<file path="config.mk">
export PLATFORM = sky130hd
export DESIGN_NAME = encoder_velocity_median_estimator
export DESIGN_NICKNAME = d
export VERILOG_FILES = /design/src/hw/rtl/evme_pkg.sv /design/src/hw/rtl/evme_mul.sv /design/src/hw/rtl/evme_ring.sv /design/src/hw/rtl/encoder_velocity_median_estimator.sv
export VERILOG_INCLUDE_DIRS = /design/src /design/src/hw/rtl
export SDC_FILE = /design/constraint.sdc
export NUM_CORES = 2
export LEC_CHECK = 0
export ABC_AREA = 1
export BUFFER_PORTS_ARGS = -buffer_cell sky130_fd_sc_hd__buf_2
export CAP_MARGIN = 20
export CORE_MARGIN = 8
export CORE_UTILIZATION = 35
export DETAILED_ROUTE_END_ITERATION = 8
export SLEW_MARGIN = 10
export SYNTH_ARGS = -nofsm -noshare
export SYNTH_HDL_FRONTEND = slang
export SYNTH_SLANG_ARGS = --single-unit
</file>
<file path="constraint.sdc">
create_clock -name clk -period 13 [get_ports clk]
set_input_delay 2.6 -clock clk [delete_from_list [all_inputs] [get_ports clk]]
set_output_delay 2.6 -clock clk [all_outputs]
set_load 0.1 [all_outputs]
</file>
<file path="src/hw/rtl/encoder_velocity_median_estimator_defines.svh">
// ============================================================================
// encoder velocity median estimator assertion macros
// concurrent checks, compiled out for synthesis
// ============================================================================
`ifndef ENCODER_VELOCITY_MEDIAN_ESTIMATOR_DEFINES_SVH
`define ENCODER_VELOCITY_MEDIAN_ESTIMATOR_DEFINES_SVH

`ifndef SYNTHESIS

// antecedent implies consequent in the same cycle
`define EVME_ASSERT_IMP(lbl, clk, rst_n, ante, cons) \
    lbl: assert property (@(posedge clk) disable iff (!rst_n) (ante) |-> (cons)) \
        else $error("evme assertion failed");

// antecedent implies consequent in the next cycle
`define EVME_ASSERT_NXT(lbl, clk, rst_n, ante, cons) \
    lbl: assert property (@(posedge clk) disable iff (!rst_n) (ante) |=> (cons)) \
        else $error("evme assertion failed");

`else

`define EVME_ASSERT_IMP(lbl, clk, rst_n, ante, cons)
`define EVME_ASSERT_NXT(lbl, clk, rst_n, ante, cons)

`endif

`endif

</file>
<file path="src/hw/rtl/evme_pkg.sv">
// ============================================================================
// evme_pkg
// beat types, mode and register codes and fixed constants of the estimator
// ============================================================================
`default_nettype none

package evme_pkg;

    localparam int CFG_IDX_W  = 3;
    localparam int CFG_DATA_W = 16;

    localparam logic [CFG_IDX_W-1:0] CFG_DIRECTION_SIGN = 3'd0;
    localparam logic [CFG_IDX_W-1:0] CFG_SAMPLE_RATE    = 3'd1;
    localparam logic [CFG_IDX_W-1:0] CFG_DOUBLE_FLOOR   = 3'd2;
    localparam logic [CFG_IDX_W-1:0] CFG_DOUBLE_RATIO   = 3'd3;
    localparam logic [CFG_IDX_W-1:0] CFG_STOP_THRESHOLD = 3'd4;

    localparam logic [1:0] MODE_TICK   = 2'd0;
    localparam logic [1:0] MODE_REZERO = 2'd1;
    localparam logic [1:0] MODE_START  = 2'd2;

    localparam logic        DIRECTION_RESET = 1'b0;
    localparam logic [15:0] RATE_RESET      = 16'd100;
    localparam logic [15:0] FLOOR_RESET     = 16'd4;
    localparam logic [7:0]  RATIO_RESET     = 8'd24;
    localparam logic [15:0] STOP_RESET      = 16'd14;

    localparam logic [31:0] POS_MIN = 32'h8000_0000;
    localparam logic [31:0] POS_MAX = 32'h7FFF_FFFF;
    localparam logic [39:0] VEL_MIN = 40'h80_0000_0000;
    localparam logic [39:0] VEL_MAX = 40'h7F_FFFF_FFFF;

    localparam int MUL_A_W = 33;
    localparam int MUL_B_W = 17;
    localparam int MUL_P_W = MUL_A_W + MUL_B_W;
    localparam int VEL_W_W = 58;

    typedef struct packed {
        logic [1:0]         mode;
        logic signed [31:0] total_counts;
        logic               link_up;
        logic               drive_active;
    } sample_t;

    typedef struct packed {
        logic signed [31:0] position;
        logic signed [39:0] velocity;
        logic               double_seen;
    } result_t;

endpackage

`default_nettype wire

</file>
<file path="src/hw/rtl/evme_mul.sv">
// ============================================================================
// evme_mul
// shared signed multiplier with registered product
// ============================================================================
`default_nettype none

module evme_mul
    import evme_pkg::*;
(
    input  logic                      clk,
    input  logic                      en,
    input  logic signed [MUL_A_W-1:0] a,
    input  logic signed [MUL_B_W-1:0] b,
    output logic signed [MUL_P_W-1:0] p
);

    logic signed [MUL_P_W-1:0] p_reg;
    logic signed [MUL_P_W-1:0] p_next;

    assign p_next = a * b;

    always_ff @(posedge clk)
    begin
        if (en)
        begin
            p_reg <= p_next;
        end
    end

    assign p = p_reg;

endmodule

`default_nettype wire

</file>
<file path="src/hw/rtl/evme_ring.sv">
// ============================================================================
// evme_ring
// step magnitude ring with a rank test of one candidate entry per cycle
// ============================================================================
`default_nettype none

module evme_ring #(
    parameter int DEPTH = 9,
    localparam int IDX_W = (DEPTH > 1) ? $clog2(DEPTH) : 1,
    localparam int CNT_W = $clog2(DEPTH + 1)
)(
    input  logic             clk,
    input  logic             wr_en,
    input  logic [IDX_W-1:0] wr_slot,
    input  logic [31:0]      wr_value,
    input  logic [CNT_W-1:0] fill,
    input  logic [CNT_W-1:0] k,
    input  logic [IDX_W-1:0] cand,
    output logic [31:0]      cand_value,
    output logic             hit
);

    logic [31:0]      ring_mem [DEPTH];
    logic [CNT_W-1:0] less_cnt;
    logic [CNT_W-1:0] le_cnt;

    always_ff @(posedge clk)
    begin
        if (wr_en)
        begin
            ring_mem[wr_slot] <= wr_value;
        end
    end

    assign cand_value = ring_mem[cand];

    // count entries below and not above the candidate
    always_comb
    begin
        less_cnt = '0;
        le_cnt   = '0;
        for (int j = 0; j < DEPTH; j++)
        begin
            if (CNT_W'(j) < fill)
            begin
                if (ring_mem[j] < cand_value)
                begin
                    less_cnt = less_cnt + CNT_W'(1);
                end
                if (ring_mem[j] <= cand_value)
                begin
                    le_cnt = le_cnt + CNT_W'(1);
                end
            end
        end
    end

    assign hit = (less_cnt <= k) && (k < le_cnt);

endmodule

`default_nettype wire

</file>
<file path="src/hw/rtl/encoder_velocity_median_estimator.sv">
// ============================================================================
// encoder velocity median estimator
// start, re-zero, idle and no-step ticks go from accept through PREP to DONE, which registers the result
// a tick with a step adds RANK (once the ring holds data), RATIO, VEL and SAT before DONE
// one beat at a time: the rank loop tests one candidate per cycle, sample_ready is high only in IDLE
// reset: async active low, registers to defaults, zero pending, ring empty
// ============================================================================
`default_nettype none
`include "encoder_velocity_median_estimator_defines.svh"

module encoder_velocity_median_estimator
    import evme_pkg::*;
#(
    parameter int RING_DEPTH = 9
)(
    input  logic                  clk,
    input  logic                  rst_n,
    input  logic                  sample_valid,
    output logic                  sample_ready,
    input  sample_t               sample,
    output logic                  result_valid,
    input  logic                  result_ready,
    output result_t               result,
    input  logic                  cfg_valid,
    output logic                  cfg_ready,
    input  logic [CFG_IDX_W-1:0]  cfg_index,
    input  logic [CFG_DATA_W-1:0] cfg_data
);

    localparam int IDX_W = (RING_DEPTH > 1) ? $clog2(RING_DEPTH) : 1;
    localparam int CNT_W = $clog2(RING_DEPTH + 1);

    typedef enum logic [6:0] {
        S_IDLE  = 7'b0000001,
        S_PREP  = 7'b0000010,
        S_RANK  = 7'b0000100,
        S_RATIO = 7'b0001000,
        S_VEL   = 7'b0010000,
        S_SAT   = 7'b0100000,
        S_DONE  = 7'b1000000
    } state_t;

    state_t             state_reg, state_next;
    logic               dir_reg, dir_next;
    logic [15:0]        rate_reg, rate_next;
    logic [15:0]        floor_reg, floor_next;
    logic [7:0]         ratio_reg, ratio_next;
    logic [15:0]        stop_reg, stop_next;
    logic [31:0]        offset_reg, offset_next;
    logic [31:0]        prev_reg, prev_next;
    logic               pending_reg, pending_next;
    logic signed [31:0] pos_reg, pos_next;
    logic signed [39:0] vel_reg, vel_next;
    logic [CNT_W-1:0]   fill_reg, fill_next;
    logic [IDX_W-1:0]   slot_reg, slot_next;
    logic [IDX_W-1:0]   cand_reg, cand_next;
    logic               dbl_reg, dbl_next;
    logic               result_valid_reg, result_valid_next;

    sample_t            samp_reg, samp_next;
    logic [31:0]        med_reg, med_next;
    logic [31:0]        step_reg, step_next;
    logic [31:0]        mag_reg, mag_next;
    result_t            result_reg, result_next;

    logic                      mul_en;
    logic signed [MUL_A_W-1:0] mul_a;
    logic signed [MUL_B_W-1:0] mul_b;
    logic signed [MUL_P_W-1:0] mul_p;

    logic                ring_wr_en;
    logic [31:0]         ring_wr_value;
    logic [31:0]         ring_value;
    logic                ring_hit;
    logic                rank_last;
    logic [CNT_W-1:0]    rank_k;

    logic [31:0]         counts;
    logic [31:0]         off_eff;
    logic [31:0]         prev_eff;
    logic [31:0]         pos_diff;
    logic [31:0]         pos_calc;
    logic [31:0]         step_calc;
    logic [31:0]         mag_calc;
    logic                dbl_calc;
    logic signed [VEL_W_W-1:0] vel_wide;
    logic signed [VEL_W_W-1:0] vel_scaled;
    logic signed [VEL_W_W-1:0] vel_signed;
    logic [VEL_W_W-40:0]       vel_hi;
    logic [39:0]         vel_sat;
    logic signed [39:0]  vel_round;
    logic signed [39:0]  vel_half;
    logic [39:0]         vel_abs;
    logic [39:0]         stop_level;
    logic [39:0]         vel_decay;

    evme_mul u_mul (
        .clk (clk),
        .en  (mul_en),
        .a   (mul_a),
        .b   (mul_b),
        .p   (mul_p)
    );

    evme_ring #(
        .DEPTH (RING_DEPTH)
    ) u_ring (
        .clk        (clk),
        .wr_en      (ring_wr_en),
        .wr_slot    (slot_reg),
        .wr_value   (ring_wr_value),
        .fill       (fill_reg),
        .k          (rank_k),
        .cand       (cand_reg),
        .cand_value (ring_value),
        .hit        (ring_hit)
    );

    assign rank_k    = fill_reg >> 1;
    assign rank_last = (CNT_W'(cand_reg) + CNT_W'(1)) >= fill_reg;

    // position and step from the held sample
    assign counts    = samp_reg.total_counts;
    assign off_eff   = pending_reg ? counts : offset_reg;
    assign prev_eff  = pending_reg ? counts : prev_reg;
    assign pos_diff  = counts - off_eff;
    assign pos_calc  = !dir_reg ? pos_diff :
                       ((pos_diff == POS_MIN) ? POS_MAX : (32'd0 - pos_diff));
    assign step_calc = counts - prev_eff;
    assign mag_calc  = step_calc[31] ? (32'd0 - step_calc) : step_calc;

    // double test against the registered ratio times median
    assign dbl_calc = (mag_reg >= {16'd0, floor_reg}) && (med_reg != 32'd0) &&
                      ({4'd0, mag_reg, 4'd0} > mul_p[39:0]);

    // step velocity scaling and saturation
    assign vel_wide   = {{(VEL_W_W - MUL_P_W){mul_p[MUL_P_W-1]}}, mul_p};
    assign vel_scaled = dbl_reg ? (vel_wide <<< 7) : (vel_wide <<< 8);
    assign vel_signed = dir_reg ? -vel_scaled : vel_scaled;
    assign vel_hi     = vel_signed[VEL_W_W-1:39];
    assign vel_sat    = ((vel_hi == '0) || (vel_hi == '1)) ? vel_signed[39:0] :
                        (vel_signed[VEL_W_W-1] ? VEL_MIN : VEL_MAX);

    // decay toward zero
    assign vel_round  = vel_reg + $signed({39'd0, vel_reg[39]});
    assign vel_half   = vel_round >>> 1;
    assign vel_abs    = vel_half[39] ? (40'd0 - vel_half) : vel_half;
    assign stop_level = {16'd0, stop_reg, 8'd0};
    assign vel_decay  = (vel_abs < stop_level) ? 40'd0 : vel_half;

    assign ring_wr_value = dbl_reg ? {1'b0, mag_reg[31:1]} : mag_reg;

    assign sample_ready = (state_reg == S_IDLE);
    assign cfg_ready    = 1'b1;
    assign result_valid = result_valid_reg;
    assign result       = result_reg;

    always_comb
    begin
        state_next        = state_reg;
        dir_next          = dir_reg;
        rate_next         = rate_reg;
        floor_next        = floor_reg;
        ratio_next        = ratio_reg;
        stop_next         = stop_reg;
        offset_next       = offset_reg;
        prev_next         = prev_reg;
        pending_next      = pending_reg;
        pos_next          = pos_reg;
        vel_next          = vel_reg;
        fill_next         = fill_reg;
        slot_next         = slot_reg;
        cand_next         = cand_reg;
        dbl_next          = dbl_reg;
        result_valid_next = result_valid_reg;
        samp_next         = samp_reg;
        med_next          = med_reg;
        step_next         = step_reg;
        mag_next          = mag_reg;
        result_next       = result_reg;
        mul_en            = 1'b0;
        mul_a             = '0;
        mul_b             = '0;
        ring_wr_en        = 1'b0;

        if (cfg_valid)
        begin
            case (cfg_index)
                CFG_DIRECTION_SIGN: dir_next   = cfg_data[0];
                CFG_SAMPLE_RATE:    rate_next  = cfg_data;
                CFG_DOUBLE_FLOOR:   floor_next = cfg_data;
                CFG_DOUBLE_RATIO:   ratio_next = cfg_data[7:0];
                CFG_STOP_THRESHOLD: stop_next  = cfg_data;
                default:            ;
            endcase
        end

        if (result_ready)
        begin
            result_valid_next = 1'b0;
        end

        case (state_reg)
            S_IDLE:
            begin
                if (sample_valid)
                begin
                    samp_next  = sample;
                    cand_next  = '0;
                    state_next = S_PREP;
                end
            end
            S_PREP:
            begin
                dbl_next   = 1'b0;
                state_next = S_DONE;
                case (samp_reg.mode)
                    MODE_START:
                    begin
                        pending_next = 1'b1;
                        offset_next  = counts;
                        pos_next     = '0;
                        vel_next     = '0;
                        prev_next    = '0;
                        fill_next    = '0;
                        slot_next    = '0;
                    end
                    MODE_REZERO:
                    begin
                        offset_next = counts;
                        pos_next    = '0;
                    end
                    MODE_TICK:
                    begin
                        if (samp_reg.link_up)
                        begin
                            offset_next  = off_eff;
                            prev_next    = counts;
                            pending_next = 1'b0;
                            pos_next     = pos_calc;
                            step_next    = step_calc;
                            mag_next     = mag_calc;
                            if (step_calc != 32'd0)
                            begin
                                if (fill_reg == '0)
                                begin
                                    med_next   = '0;
                                    state_next = S_RATIO;
                                end
                                else
                                begin
                                    state_next = S_RANK;
                                end
                            end
                            else if (!samp_reg.drive_active)
                            begin
                                vel_next = vel_decay;
                            end
                        end
                    end
                    default: ;
                endcase
            end
            S_RANK:
            begin
                if (ring_hit || rank_last)
                begin
                    med_next   = ring_value;
                    state_next = S_RATIO;
                end
                else
                begin
                    cand_next = cand_reg + IDX_W'(1);
                end
            end
            S_RATIO:
            begin
                mul_en     = 1'b1;
                mul_a      = {1'b0, med_reg};
                mul_b      = {9'd0, ratio_reg};
                state_next = S_VEL;
            end
            S_VEL:
            begin
                dbl_next   = dbl_calc;
                mul_en     = 1'b1;
                mul_a      = {step_reg[31], step_reg};
                mul_b      = {1'b0, rate_reg};
                state_next = S_SAT;
            end
            S_SAT:
            begin
                vel_next   = vel_sat;
                ring_wr_en = 1'b1;
                slot_next  = (slot_reg == IDX_W'(RING_DEPTH - 1)) ? '0 : slot_reg + IDX_W'(1);
                if (fill_reg < CNT_W'(RING_DEPTH))
                begin
                    fill_next = fill_reg + CNT_W'(1);
                end
                state_next = S_DONE;
            end
            S_DONE:
            begin
                if (!result_valid_reg || result_ready)
                begin
                    result_next.position    = pos_reg;
                    result_next.velocity    = vel_reg;
                    result_next.double_seen = dbl_reg;
                    result_valid_next       = 1'b1;
                    state_next              = S_IDLE;
                end
            end
            default:
            begin
                state_next = S_IDLE;
            end
        endcase
    end

    always_ff @(posedge clk or negedge rst_n)
    begin
        if (!rst_n)
        begin
            state_reg        <= S_IDLE;
            dir_reg          <= DIRECTION_RESET;
            rate_reg         <= RATE_RESET;
            floor_reg        <= FLOOR_RESET;
            ratio_reg        <= RATIO_RESET;
            stop_reg         <= STOP_RESET;
            offset_reg       <= '0;
            prev_reg         <= '0;
            pending_reg      <= 1'b1;
            pos_reg          <= '0;
            vel_reg          <= '0;
            fill_reg         <= '0;
            slot_reg         <= '0;
            cand_reg         <= '0;
            dbl_reg          <= 1'b0;
            result_valid_reg <= 1'b0;
        end
        else
        begin
            state_reg        <= state_next;
            dir_reg          <= dir_next;
            rate_reg         <= rate_next;
            floor_reg        <= floor_next;
            ratio_reg        <= ratio_next;
            stop_reg         <= stop_next;
            offset_reg       <= offset_next;
            prev_reg         <= prev_next;
            pending_reg      <= pending_next;
            pos_reg          <= pos_next;
            vel_reg          <= vel_next;
            fill_reg         <= fill_next;
            slot_reg         <= slot_next;
            cand_reg         <= cand_next;
            dbl_reg          <= dbl_next;
            result_valid_reg <= result_valid_next;
        end
    end

    always_ff @(posedge clk)
    begin
        samp_reg   <= samp_next;
        med_reg    <= med_next;
        step_reg   <= step_next;
        mag_reg    <= mag_next;
        result_reg <= result_next;
    end

    `EVME_ASSERT_IMP(a_fill_bound, clk, rst_n, 1'b1, fill_reg <= CNT_W'(RING_DEPTH))
    `EVME_ASSERT_IMP(a_slot_bound, clk, rst_n, 1'b1, slot_reg <= IDX_W'(RING_DEPTH - 1))
    `EVME_ASSERT_IMP(a_rank_nonempty, clk, rst_n, state_reg == S_RANK, fill_reg != '0)
    `EVME_ASSERT_IMP(a_rank_found, clk, rst_n, (state_reg == S_RANK) && rank_last, ring_hit)
    `EVME_ASSERT_NXT(a_accept_prep, clk, rst_n, sample_valid && sample_ready, state_reg == S_PREP)

endmodule

`default_nettype wire
</file>
==> summary.md <==
| Metric | Value |
|---|---|
| Initial antenna violation count | 5 |
| 1st-pass router iterations | 6 |
| Mux cell area share after synthesis | 0.0133% |
| GPL Wtd Cong | 0.939 |
| Final setup vio count | 0 |
| CP peak stage delay | 0.81 ns |
| Main combinational cell family by area after synthesis | adder cells |
| Syn Std Cell Area | 75100 sq um |
| Kind of critical path | reg2reg |
| First-pass GRT wire length | 379000 microns |
| Register area share after synthesis | 37.8% |
| Area of the multi-input gates | 40700 sq um |
| IO Count | 136 |
| Starting Density | 35.1% |
| Commonest non-fill, non-tap cell in the layout | nand2_1 |
| Outcome | complete, no violations |
| HP Class | reg2reg |
| Max-cap violations | 0 |
| Cells on worst reg2reg path | 49 |
| P&R area growth vs syn | 10.5% |
| Worst-path clk slew | 0.07 ns |
| Drc violations | 0 |
| Slew Viols, Final | 0 |
| Cells after Synth | 8530 |
| Design area | 83000 sq um |
| Final nets | 9709 |
| PortBufs | 134 |
| Drt wl/cell | 21.7 microns |
| Clock Latency Late Sink | 0.76 ns |
| Post-CTS setup buffer count | 0 |
| Clk sinks | 981 |
| Max reg flops | 512 |
| Final count of hold timing violations | 0 |
| Worst r2r src | cand_reg[1] |
| Syn. warnings | 0 |
| FF+latch count, synth | 981 |
| CP endpoint | med_reg[26] |
| CP max FO | 32 |
| Power Dens Cells | 128 nW/um^2 |
| CP arrival | 11.55 ns |
| Layout fillers | 21480 |
| DR iter-0 viols | 6034 |
| Worst rel slew slack | 23.3% |
| Avg Synthesized Cell Area | 8.80 sq um |
| Via density | 5.30 |
| Slew @ Worst Pin | 1.14 ns |
| Slowest CP cell | inv_1 |
| FF+latch area | 28400 sq um |
| Routed Wire Length | 250000 microns |
| CTS Buf Count | 107 |
| RSZ-0062 raised after global routing | no |
| Synth area leader | edfxtp_1 |
| Root Driver | clkbuf_16 |
| Synth Flop Type | edfxtp_1 |
| Total negative slack | 0 ns |
| CP endpoint kind | register |
| Max VDD drop | 0.114 mV |
| Top cells by area, synth | edfxtp_1 31%, fa_1 13%, nand2_1 9.7%, ha_1 9.5%, dfrtp_1 6.8% |
| Yosys top cell area share | 30.6% |
| Synth Area in Compound Gates | 9.78% |
| Minimum clock period | 11.18 ns |
| CP most frequent cell | nand2_1 |
| XOR/XNOR Fraction of Synth Area | 3.16% |
| Fmax | 0.0894 GHz |
| Final std cells w/o fill | 11511 |
| CP startpoint | cand_reg[1] |
| Post-route ant nets | 0 |
| Dpl hpwl | 186000 microns |
| Most frequent cells in the layout | 1930 x nand2_1, 1328 x inv_1, 766 x edfxtp_1 |
| EDFF count, synth | 766 |
| Grt ovf | 0 |
| Post-CTS Hold Fix Bufs | 0 |
| Number of global-route vias before repair | 61070 |
| Gr usage total | 21.3% |
| Mapped Nets | 9662 |
| Reg2reg end | med_reg[26] |
| Cell leakage power | 36.7 nW |
| Cts repair resizes | 0 |
| Cell count after placement | 11301 |
| Required @ worst endpoint | 13.37 ns |
| TritonCTS clock tree | built |
| Total power | 0.0106 W |
| Die height | 479 microns |
| Clk_skew | 0.0567 ns |
| Largest net degree at the start of global routing | 111 |
| CTS H-tree lvls | 3 |
| Synth Area in Adders | 22.9% |
| CTS Buffer Depth | 3 |
| Placed inst area | 79200 sq um |
| Die width | 479 microns |
| Row Count | 170 |
| Core Area | 214000 sq um |
| Yosys cell types | 68 |
| Synth Area in Simple Gates | 17.9% |
| Layout cells sized above 1 | 6.63% |
| Startpoint types | register |
| R2r setup slk | 1.82 ns |
| Vias | 61051 |
| FFs w/ async S/R, synth | 21.9% |
| Die area | 230000 sq um |
| Final worst-path cycle share | 86.0% |
| Worst Hold Path Cells | 0 |
| Finished Core Util | 38.8% |
==> worst max-delay path: cells and delay by family, from the launching register on <==
family | cells | cell delay [ns]
buffers and inverters | 8 | 1.82
and+or+nand+nor | 16 | 1.71
AOI/OAI and AO/OA | 15 | 3.55
DFF | 1 | 0.67
adders and majority gates | 10 | 2.97
==> power by group <==
| group | leakage [nW] | switching (W) | internal, W |
|---|---|---|---|
| combinational | 25.3 | 0.00244 | 0.00103 |
| sequential | 9.61 | 0.000168 | 0.00372 |
| clock | 1.79 | 0.00139 | 0.00186 |
==> worst min path at each step <==
stage,start,end
finish,pos_reg[29],result[70]
global route,pos_reg[31],result[72]
CTS,pos_reg[31],result[72]
detailed placement,pos_reg[5],result[46]
global placement,pos_reg[5],result[46]
floorplan,pos_reg[1],result[42]
==> cells by family after synthesis <==
family / after synthesis
buffers and inverters: 1656
other: 1
adders and majority gates: 1072
DFF: 981
AOI/OAI and AO/OA: 1306
xor gates and xnor gates: 269
and+or+nand+nor: 3244
muxes: 1
==> cell type report <==
| class | instances | share of cell area [%] |
|---|---|---|
| Clock inverter | 72 | 1.00 |
| Timing Repair Buffer | 241 | 1.88 |
| Antenna cell | 2 | 0.00603 |
| Sequential cell | 981 | 34.2 |
| Multi-Input combinational cell | 5893 | 49.0 |
| Clock buffer | 131 | 3.45 |
| Tap cell | 2838 | 4.28 |
| Inverter | 1353 | 6.13 |
==> cells in the mapped netlist (all sizes together) (34+ instances only) <==
cell,count
ha,567
clkbuf,253
nor2,734
nand4,136
nand2,1939
dfrtp,204
o21ai,568
fa,505
o221ai,34
xor2,205
inv,1350
a221oi,44
xnor2,64
nor4,34
nand3,275
a21oi,434
buf,50
nor3,77
edfxtp,766
o22ai,75
==> through the flow <==
step                      hold slack, ns  setup slack, ns
after global placement             0.431             2.11
after CTS                          0.451             1.97
after floorplan                    0.425             3.09
after detailed placement           0.432             2.03
after global routing               0.465             1.11
final                              0.450             1.82
==> routing by layer <==
metal	vias up	GRT usage, %	wire length, microns
li1	28020	-	-
met1	29968	29.5	109000
met2	2574	33.7	112000
met3	487	3.34	19000
met4	2	7.89	10700
met5	-	0	7
(Power assumes the default switching activity.)
